**src/sv/eahp_pkg.sv**
```systemverilog
package eahp_pkg;

  localparam int unsigned QueueDepth   = 4;
  localparam int unsigned SampleBitsW  = 5;
  localparam int unsigned CountW       = 22;
  localparam int unsigned WeightW      = 13;
  localparam int unsigned ProdW        = CountW + WeightW;
  localparam int unsigned SumW         = 43;
  localparam int unsigned PixW         = 30;
  localparam int unsigned AvgW         = 13;
  localparam int unsigned QuadsW       = 20;
  localparam int unsigned IdxW         = 7;
  localparam int unsigned OutDataW     = 48;

  localparam logic [4:0] SampleBitsReset = 5'd10;
  localparam logic [7:0] MarkerByte      = 8'h55;
  localparam logic [7:0] LinearBins      = 8'd128;
  localparam logic [7:0] CheckEntry      = 8'd137;
  localparam logic [7:0] MinEntries      = 8'd144;
  localparam int unsigned PipeBits       = 13;
  localparam int unsigned LogShiftBase   = 17;

  // One unit of work handed from the parser to the accumulator.
  typedef struct packed {
    logic                 acc;
    logic                 emit;
    logic                 summary;
    logic                 ok_front;
    logic [IdxW-1:0]      idx;
    logic [CountW-1:0]    c;
    logic [WeightW-1:0]   w;
  } cmd_t;

  // Bytes per entry, clamped to the range four to eight.
  function automatic logic [3:0] entry_bytes(input logic [SampleBitsW-1:0] sb);
    logic [3:0] s;
    s = sb[4:1];
    if (s < 4'd4) s = 4'd4;
    if (s > 4'd8) s = 4'd8;
    return s;
  endfunction

  // Weight of log bin li (0 to 8): (3 << 13) >> (17 - li).
  function automatic logic [WeightW-1:0] log_weight(input logic [3:0] li);
    logic [15:0] base;
    logic [4:0]  sh;
    base = 16'(3) << PipeBits;
    sh   = 5'(LogShiftBase) - {1'b0, li};
    return WeightW'(base >> sh);
  endfunction

endpackage

```
**src/sv/eahp_front.sv**
```systemverilog
module eahp_front
  import eahp_pkg::*;
(
  input  logic                   clk,
  input  logic                   rst_n,
  input  logic                   cfg_wr_en,
  input  logic [SampleBitsW-1:0] cfg_wr_data,
  input  logic                   in_tvalid,
  output logic                   in_tready,
  input  logic [7:0]             in_tdata,
  input  logic                   in_tlast,
  input  logic                   q_full,
  output logic                   q_push,
  output cmd_t                   q_data
);

  logic [SampleBitsW-1:0] sample_bits_r;
  logic [2:0]             pos_r, pos_nxt;
  logic [7:0]             ent_r, ent_nxt;
  logic [7:0]             held_r [3];
  logic [QuadsW-1:0]      second_r, second_nxt;
  logic                   failed_r, failed_nxt;

  logic                   accept;
  logic [3:0]             step;
  logic [CountW-1:0]      c;
  logic [QuadsW-1:0]      rep;
  logic                   bin_byte;
  logic                   wrap;

  assign in_tready = !q_full;
  assign accept    = in_tvalid && !q_full;
  assign step      = entry_bytes(sample_bits_r);

  assign c = {held_r[0], 14'd0} + {8'd0, held_r[1], 6'd0} + {16'd0, held_r[2][7:2]};
  assign rep = {held_r[0], 12'd0} + {8'd0, held_r[1], 4'd0} + {16'd0, in_tdata[7:4]};
  assign bin_byte = (pos_r == 3'd3) && (ent_r < CheckEntry);
  assign wrap = ({1'b0, pos_r} + 4'd1) >= step;

  always_comb begin
    failed_nxt = failed_r;
    second_nxt = second_r;
    if ((pos_r == 3'd2) && (ent_r == CheckEntry) && (rep != second_r)) failed_nxt = 1'b1;
    if (bin_byte && (in_tdata != MarkerByte)) failed_nxt = 1'b1;
    if (bin_byte && (ent_r == 8'd1)) second_nxt = c[CountW-1:2];
    if (wrap) begin
      pos_nxt = 3'd0;
      ent_nxt = (ent_r < MinEntries) ? ent_r + 8'd1 : ent_r;
    end else begin
      pos_nxt = pos_r + 3'd1;
      ent_nxt = ent_r;
    end
  end

  always_comb begin
    q_data.acc      = bin_byte && (ent_r != 8'd0);
    q_data.emit     = bin_byte && (ent_r < LinearBins) && !in_tlast;
    q_data.summary  = in_tlast;
    q_data.ok_front = !failed_nxt && (ent_nxt >= MinEntries);
    q_data.idx      = ent_r[IdxW-1:0];
    q_data.c        = c;
    if (ent_r < LinearBins) begin
      q_data.w = {ent_r[IdxW-1:0], 6'b100000};
    end else begin
      q_data.w = log_weight(4'(ent_r - LinearBins));
    end
    q_push = accept && (bin_byte || in_tlast);
  end

  always_ff @(posedge clk) begin
    if (!rst_n) begin
      sample_bits_r <= SampleBitsReset;
      pos_r         <= 3'd0;
      ent_r         <= 8'd0;
      second_r      <= '0;
      failed_r      <= 1'b0;
    end else begin
      if (cfg_wr_en) sample_bits_r <= cfg_wr_data;
      if (accept) begin
        if (in_tlast) begin
          pos_r    <= 3'd0;
          ent_r    <= 8'd0;
          second_r <= '0;
          failed_r <= 1'b0;
        end else begin
          pos_r    <= pos_nxt;
          ent_r    <= ent_nxt;
          second_r <= second_nxt;
          failed_r <= failed_nxt;
        end
      end
    end
  end

  // The first three bytes of each entry are always written before they are read.
  always_ff @(posedge clk) begin
    if (accept) begin
      for (int k = 0; k < 3; k++) begin
        if (pos_r == 3'(k)) held_r[k] <= in_tdata;
      end
    end
  end

endmodule

```
**src/sv/eahp_queue.sv**
```systemverilog
module eahp_queue
  import eahp_pkg::*;
#(
  parameter int unsigned WIDTH = $bits(cmd_t),
  parameter int unsigned DEPTH = QueueDepth
) (
  input  logic             clk,
  input  logic             rst_n,
  input  logic             push,
  input  logic [WIDTH-1:0] push_data,
  output logic             full,
  input  logic             pop,
  output logic             valid,
  output logic [WIDTH-1:0] pop_data
);

  localparam int unsigned PtrW = (DEPTH > 1) ? $clog2(DEPTH) : 1;
  localparam int unsigned CntW = $clog2(DEPTH + 1);

  logic [WIDTH-1:0] mem_r [DEPTH];
  logic [PtrW-1:0]  wr_ptr_r, rd_ptr_r;
  logic [CntW-1:0]  count_r;
  logic             do_push, do_pop;

  assign full     = (count_r == CntW'(DEPTH));
  assign valid    = (count_r != '0);
  assign pop_data = mem_r[rd_ptr_r];
  assign do_push  = push && !full;
  assign do_pop   = pop && valid;

  always_ff @(posedge clk) begin
    if (!rst_n) begin
      wr_ptr_r <= '0;
      rd_ptr_r <= '0;
      count_r  <= '0;
    end else begin
      if (do_push) begin
        wr_ptr_r <= (wr_ptr_r == PtrW'(DEPTH - 1)) ? '0 : wr_ptr_r + 1'b1;
      end
      if (do_pop) begin
        rd_ptr_r <= (rd_ptr_r == PtrW'(DEPTH - 1)) ? '0 : rd_ptr_r + 1'b1;
      end
      if (do_push && !do_pop) count_r <= count_r + 1'b1;
      else if (do_pop && !do_push) count_r <= count_r - 1'b1;
    end
  end

  always_ff @(posedge clk) begin
    if (do_push) mem_r[wr_ptr_r] <= push_data;
  end

endmodule

```
**src/sv/eahp_back.sv**
```systemverilog
module eahp_back
  import eahp_pkg::*;
(
  input  logic                clk,
  input  logic                rst_n,
  input  logic                q_valid,
  input  cmd_t                q_data,
  output logic                q_pop,
  output logic                out_tvalid,
  input  logic                out_tready,
  output logic [OutDataW-1:0] out_tdata,
  output logic                out_tuser
);

  typedef enum logic [2:0] {S_IDLE, S_MUL, S_ADD, S_DIV, S_OUT} state_t;

  state_t              state_r;
  cmd_t                cmd_r;
  logic [ProdW-1:0]    prod_r;
  logic [SumW-1:0]     sum_r, sum_nxt;
  logic [PixW-1:0]     count_r, count_nxt;
  logic [SumW-1:0]     dvd_r;
  logic [PixW-1:0]     dvs_r;
  logic [PixW-1:0]     rem_r, rem_nxt;
  logic [AvgW-1:0]     quo_r, quo_nxt;
  logic [5:0]          div_cnt_r;
  logic [PixW:0]       rem_sh;
  logic                qbit;
  logic [OutDataW-1:0] out_data_r;
  logic                out_kind_r;

  assign q_pop      = (state_r == S_IDLE) && q_valid;
  assign out_tvalid = (state_r == S_OUT);
  assign out_tdata  = out_data_r;
  assign out_tuser  = out_kind_r;

  always_comb begin
    sum_nxt   = sum_r;
    count_nxt = count_r;
    if (cmd_r.acc) begin
      sum_nxt   = sum_r + SumW'(prod_r);
      count_nxt = count_r + PixW'(cmd_r.c);
    end
    // One restoring step: the remainder always stays below the divisor.
    rem_sh  = {rem_r, dvd_r[SumW-1]};
    qbit    = rem_sh >= {1'b0, dvs_r};
    rem_nxt = qbit ? PixW'(rem_sh - {1'b0, dvs_r}) : rem_sh[PixW-1:0];
    quo_nxt = {quo_r[AvgW-2:0], qbit};
  end

  always_ff @(posedge clk) begin
    if (!rst_n) begin
      state_r    <= S_IDLE;
      sum_r      <= '0;
      count_r    <= '0;
      out_kind_r <= 1'b0;
    end else begin
      unique case (state_r)
        S_IDLE: begin
          if (q_valid) begin
            cmd_r   <= q_data;
            state_r <= S_MUL;
          end
        end
        S_MUL: begin
          prod_r  <= cmd_r.c * cmd_r.w;
          state_r <= S_ADD;
        end
        S_ADD: begin
          if (cmd_r.summary) begin
            sum_r   <= '0;
            count_r <= '0;
            if (cmd_r.ok_front && (count_nxt != '0)) begin
              dvd_r     <= sum_nxt;
              dvs_r     <= count_nxt;
              rem_r     <= '0;
              quo_r     <= '0;
              div_cnt_r <= '0;
              state_r   <= S_DIV;
            end else begin
              out_kind_r <= 1'b1;
              out_data_r <= '0;
              state_r    <= S_OUT;
            end
          end else begin
            sum_r   <= sum_nxt;
            count_r <= count_nxt;
            if (cmd_r.emit) begin
              out_kind_r <= 1'b0;
              out_data_r <= OutDataW'({cmd_r.c[CountW-1:2], cmd_r.idx});
              state_r    <= S_OUT;
            end else begin
              state_r <= S_IDLE;
            end
          end
        end
        S_DIV: begin
          rem_r     <= rem_nxt;
          quo_r     <= quo_nxt;
          dvd_r     <= {dvd_r[SumW-2:0], 1'b0};
          div_cnt_r <= div_cnt_r + 6'd1;
          if (div_cnt_r == 6'(SumW - 1)) begin
            out_kind_r <= 1'b1;
            out_data_r <= OutDataW'({1'b1, quo_nxt, {(QuadsW + IdxW){1'b0}}});
            state_r    <= S_OUT;
          end
        end
        S_OUT: begin
          if (out_tready) state_r <= S_IDLE;
        end
      endcase
    end
  end

endmodule

```
**src/sv/embedded_ae_histogram_parser.sv**
```systemverilog
// Exposure histogram parser for the sensor's embedded-data region.
// Input: one byte per word on in_tdata, in_tlast on the final byte of a frame.
// Output: one word per linear bin (out_tuser low) carrying its index and count
// in quads, and one end-of-frame summary word (out_tuser high) carrying the
// valid flag and the weighted average level.
// cfg_wr_en/cfg_wr_data set the sensor bit depth; write it only while idle.
// The parser takes one byte per cycle whenever its four-deep work queue has
// room. Each entry makes at most one queue item, and a frame's last byte makes
// the summary item. The accumulator pops an item only from idle and takes it
// through three steps (pop, multiply, add) before a bin word is registered in
// out_data_r. A valid summary then runs a 43-step restoring divider, one
// quotient bit per cycle. While a result word waits on out_tready the
// accumulator holds, the queue fills and in_tready falls.
// Reset sets the bit depth to ten and clears all frame state; after each
// summary the frame state is cleared for the next frame.
module embedded_ae_histogram_parser
  import eahp_pkg::*;
#(
  parameter int unsigned QUEUE_DEPTH = QueueDepth
) (
  input  logic                   clk,
  input  logic                   rst_n,
  input  logic                   cfg_wr_en,
  input  logic [SampleBitsW-1:0] cfg_wr_data,
  input  logic                   in_tvalid,
  output logic                   in_tready,
  input  logic [7:0]             in_tdata,   // [7:0] data_byte
  input  logic                   in_tlast,
  output logic                   out_tvalid,
  input  logic                   out_tready,
  // [6:0] bin_index, [26:7] bin_quads, [39:27] average, [40] valid_res, rest zero
  output logic [OutDataW-1:0]    out_tdata,
  output logic                   out_tuser   // [0] kind
);

  logic q_push, q_full, q_pop, q_valid;
  cmd_t q_in, q_out;

  eahp_front u_front (
    .clk         (clk),
    .rst_n       (rst_n),
    .cfg_wr_en   (cfg_wr_en),
    .cfg_wr_data (cfg_wr_data),
    .in_tvalid   (in_tvalid),
    .in_tready   (in_tready),
    .in_tdata    (in_tdata),
    .in_tlast    (in_tlast),
    .q_full      (q_full),
    .q_push      (q_push),
    .q_data      (q_in)
  );

  eahp_queue #(
    .WIDTH ($bits(cmd_t)),
    .DEPTH (QUEUE_DEPTH)
  ) u_queue (
    .clk       (clk),
    .rst_n     (rst_n),
    .push      (q_push),
    .push_data (q_in),
    .full      (q_full),
    .pop       (q_pop),
    .valid     (q_valid),
    .pop_data  (q_out)
  );

  eahp_back u_back (
    .clk        (clk),
    .rst_n      (rst_n),
    .q_valid    (q_valid),
    .q_data     (q_out),
    .q_pop      (q_pop),
    .out_tvalid (out_tvalid),
    .out_tready (out_tready),
    .out_tdata  (out_tdata),
    .out_tuser  (out_tuser)
  );

  a_no_push_when_full: assert property (@(posedge clk) disable iff (!rst_n)
    q_push |-> !q_full)
    else $error("work item pushed into a full queue");

  a_no_pop_while_output: assert property (@(posedge clk) disable iff (!rst_n)
    out_tvalid |-> !q_pop)
    else $error("queue popped while a result word is pending");

  a_reset_clears_output: assert property (@(posedge clk)
    !rst_n |=> !out_tvalid)
    else $error("result valid directly after reset");

endmodule
```
**config.mk**
```make
export PLATFORM = sky130hd
export DESIGN_NAME = embedded_ae_histogram_parser
export DESIGN_NICKNAME = d
export VERILOG_FILES = /design/src/sv/eahp_pkg.sv /design/src/sv/eahp_front.sv /design/src/sv/eahp_queue.sv /design/src/sv/eahp_back.sv /design/src/sv/embedded_ae_histogram_parser.sv
export SDC_FILE = /design/constraint.sdc
export NUM_CORES = 2
export LEC_CHECK = 0
export ABC_AREA = 1
export BUFFER_PORTS_ARGS = -buffer_cell sky130_fd_sc_hd__buf_2
export CORE_MARGIN = 2
export CORE_UTILIZATION = 35
export CTS_CLUSTER_DIAMETER = 30
export CTS_CLUSTER_SIZE = 10
export DETAILED_ROUTE_END_ITERATION = 8
export SKIP_CTS_REPAIR_TIMING = 1
export SYNTH_ARGS = -nofsm -noshare
export SYNTH_HDL_FRONTEND = slang
export SYNTH_SLANG_ARGS = --single-unit
```
**constraint.sdc**
```tcl
create_clock -name clk -period 10.2 [get_ports clk]
set_input_delay 1.02 -clock clk [delete_from_list [all_inputs] [get_ports clk]]
set_output_delay 1.02 -clock clk [all_outputs]
set_load 0.02 [all_outputs]
```
==> impl_metrics.json <==
{
  "drt-total-wl_mm": 90.4,
  "first_global_vias": 28400,
  "crit_required_ns": 10.69,
  "synth.distinct_cells": 59,
  "core_sq_um": 107000,
  "clkLatencyLatePin_ns": 0.67,
  "dp_hpwl_mm": 63.4,
  "cts_sinks": 569,
  "clock_path_buffers": 3,
  "max_slew_margin": 0.273,
  "cts_tree": "done",
  "antenna_found_initial": 1,
  "htree_levels": 3,
  "first_iter_violations": 1739,
  "numPlacedInstances": 5618,
  "crit_fanout": 22,
  "die_y_um": 332,
  "row_count": 120,
  "drive_gt1_frac": 0.0894,
  "diodes": 0,
  "hp-class": "reg2reg",
  "remaining_drc_errors": 0,
  "syn_area_sq_um": 37600,
  "crit_path_end_kind": "flip-flop",
  "max_freq_mhz": 162,
  "hold_viol": 0,
  "layout_common_cells": "nand2_1, inv_1, edfxtp_1",
  "nets": 4764,
  "place.gp.congestion": 0.885,
  "initial_core_util": 0.352,
  "async_flop_share": 0,
  "grt_pass1_wl_mm": 149,
  "syn_avg_cell_area_sq_um": 8.78,
  "muxShareOfSynthArea": 0.000267,
  "worstMarginPinSlew_ns": 1.09,
  "clk_pin_slew_ns": 0.05,
  "wire_per_inst_um": 15.5,
  "die_area_sq_um": 110000,
  "critPathKind": "reg2reg",
  "synth_edf_count": 449,
  "ys_seq_area_frac": 0.423,
  "synthCells": 4277,
  "synth_fa_ha_area_frac": 0.184,
  "io_buffer_count": 61,
  "finalSetupViolations": 0,
  "synth_warnings": 0,
  "syn_to_final_growth_pct": 14.9,
  "final_common_cell": "nand2_1",
  "cap_violations": 0,
  "synthSimpleGateAreaFrac": 0.180,
  "grt_usage": 0.166,
  "ios": 70,
  "cts_buffers": 109,
  "rsz0062_at_grt": "no",
  "grt_max_degree": 96,
  "min_period_ns": 6.18,
  "vias": 28200,
  "synth_flop_cell": "edfxtp_1",
  "drt-vias-per-instance": 4.84,
  "synth_top_family_by_area": "adder cells",
  "startpoint_type": "flip-flop",
  "arrival_ns": 6.67,
  "ant_nets": 0,
  "period_share": 0.605,
  "drv_slew": 0,
  "yosys.area_share.xor_xnor": 0.0231,
  "grt-ovfl-total": 0,
  "fillers": 10500,
  "ys_ff_latch": 569,
  "skew_ns": 0.0428,
  "outcome": "finished, final reports clean",
  "die_x_um": 332,
  "synth_compound_area_frac": 0.0978,
  "cts_root_buf": "clkbuf_16",
  "finalSetupTns_ns": 0,
  "first_pass_iters": 8,
  "fin_cells": 5821
}
==> worst paths after layout <==
check                           startpoint                        to  slack, ns  depth (start not counted)
setup / recovery           u_back.cmd_r[9]         u_back.prod_r[23]       4.02                         19
hold / removal    u_front.sample_bits_r[1]  u_front.sample_bits_r[1]       0.47                          2
setup reg to reg           u_back.cmd_r[9]         u_back.prod_r[23]       4.02                         19
hold reg to reg   u_front.sample_bits_r[1]  u_front.sample_bits_r[1]       0.47                          2
==> state kept, by name (all words and copies together) (netlist names) <==
signal                 flops
u_back.cmd_r              46
u_back.count_r            30
u_back.div_cnt_r           6
u_back.dvd_r              43
u_back.dvs_r              30
u_back.out_tdata          41
u_back.out_tuser           1
u_back.prod_r             35
u_back.quo_r              12
u_back.rem_r              30
u_back.state_r             3
u_back.sum_r              43
u_front.ent_r              8
u_front.failed_r           1
u_front.held_r            22
u_front.pos_r              3
u_front.sample_bits_r      4
u_front.second_r          20
u_queue.count_r            3
u_queue.mem_r            184
u_queue.rd_ptr_r           2
u_queue.wr_ptr_r           2
==> synth_stat cells (6+ instances only) <==
| cell type | number | area share |
|---|---|---|
| or2_1 | 6 | 0.0010 |
| a21oi_1 | 263 | 0.035 |
| or2_2 | 42 | 0.0070 |
| edfxtp_1 | 449 | 0.36 |
| o211ai_1 | 8 | 0.0016 |
| buf_2 | 11 | 0.0015 |
| buf_4 | 8 | 0.0016 |
| o21ai_1 | 13 | 0.0017 |
| o21ai_0 | 242 | 0.032 |
| nor4_1 | 14 | 0.0023 |
| nor2_1 | 310 | 0.031 |
| nor3_1 | 38 | 0.0051 |
| a21o_1 | 15 | 0.0030 |
| nand3b_1 | 8 | 0.0016 |
| nand2_1 | 983 | 0.098 |
| dfxtp_1 | 120 | 0.064 |
| fa_1 | 224 | 0.12 |
| nand3_1 | 143 | 0.019 |
| clkbuf_1 | 134 | 0.013 |
| nand4_1 | 20 | 0.0033 |
| xnor2_1 | 43 | 0.010 |
| inv_1 | 741 | 0.074 |
| o21bai_1 | 8 | 0.0016 |
| a31oi_1 | 22 | 0.0037 |
| nor2_2 | 9 | 0.0015 |
| ha_1 | 195 | 0.065 |
| nand2_2 | 21 | 0.0035 |
| nand3_2 | 13 | 0.0035 |
| o22ai_1 | 54 | 0.0090 |
| xor2_1 | 56 | 0.013 |
==> worst max-delay path, stage by stage, from the launching register on <==
cell,delay (ns)
edfxtp_1,1.06
nand2_1,0.19
fa_1,0.57
inv_1,0.05
fa_1,0.46
fa_1,0.52
fa_1,0.55
inv_1,0.06
fa_1,0.55
inv_1,0.05
ha_1,0.35
nand2_1,0.09
inv_1,0.08
nand3_1,0.09
nor3_1,0.28
a21oi_1,0.16
o21ai_0,0.28
a31oi_1,0.18
o21ai_0,0.22
xor2_1,0.22
==> area by class of cell <==
class / instances / area, sq um / share of cell area
clock inverter: 78 / 1020 / 0.0237
clock buffer: 125 / 2840 / 0.0658
timing repair buffer: 90 / 523 / 0.0121
tap: 1403 / 1760 / 0.0407
multi-input combinational: 2811 / 18300 / 0.425
sequential: 569 / 15900 / 0.368
inverter: 745 / 2800 / 0.0649
==> logic make-up (layout without fill, tap and decap cells) <==
logic type / after synthesis / in the layout
flops: 569 / 569
mux: 1 / 1
buf+inv: 903 / 1038
xor+xnor: 99 / 99
simple gates: 1616 / 1616
fa+ha+maj: 419 / 419
other cells: 1 / 7
compound gates: 669 / 669
==> routing by layer <==
metal  up-vias  track usage  routed length, um
met1     13500        0.222              41900
li1      13900            -                  -
met2       607        0.277              42500
met3       147       0.0268               4130
met5         -            0                 19
met4         2       0.0477               1910
==> through the flow <==
stage,utilization,worst slack (ns),area [sq um],hold WS [ns]
2_1_floorplan,-,1.29,37600,0.421
3_3_place_gp,0.368,4.02,39300,0.445
3_5_place_dp,0.368,4.07,39300,0.451
4_1_cts,0.404,4.11,43200,0.464
5_1_grt,0.404,3.64,43200,0.496
6_report,0.404,4.02,43200,0.466
Power is not shown: default switching activity piles up to over one toggle a cycle in this logic, so the estimate is an artifact.
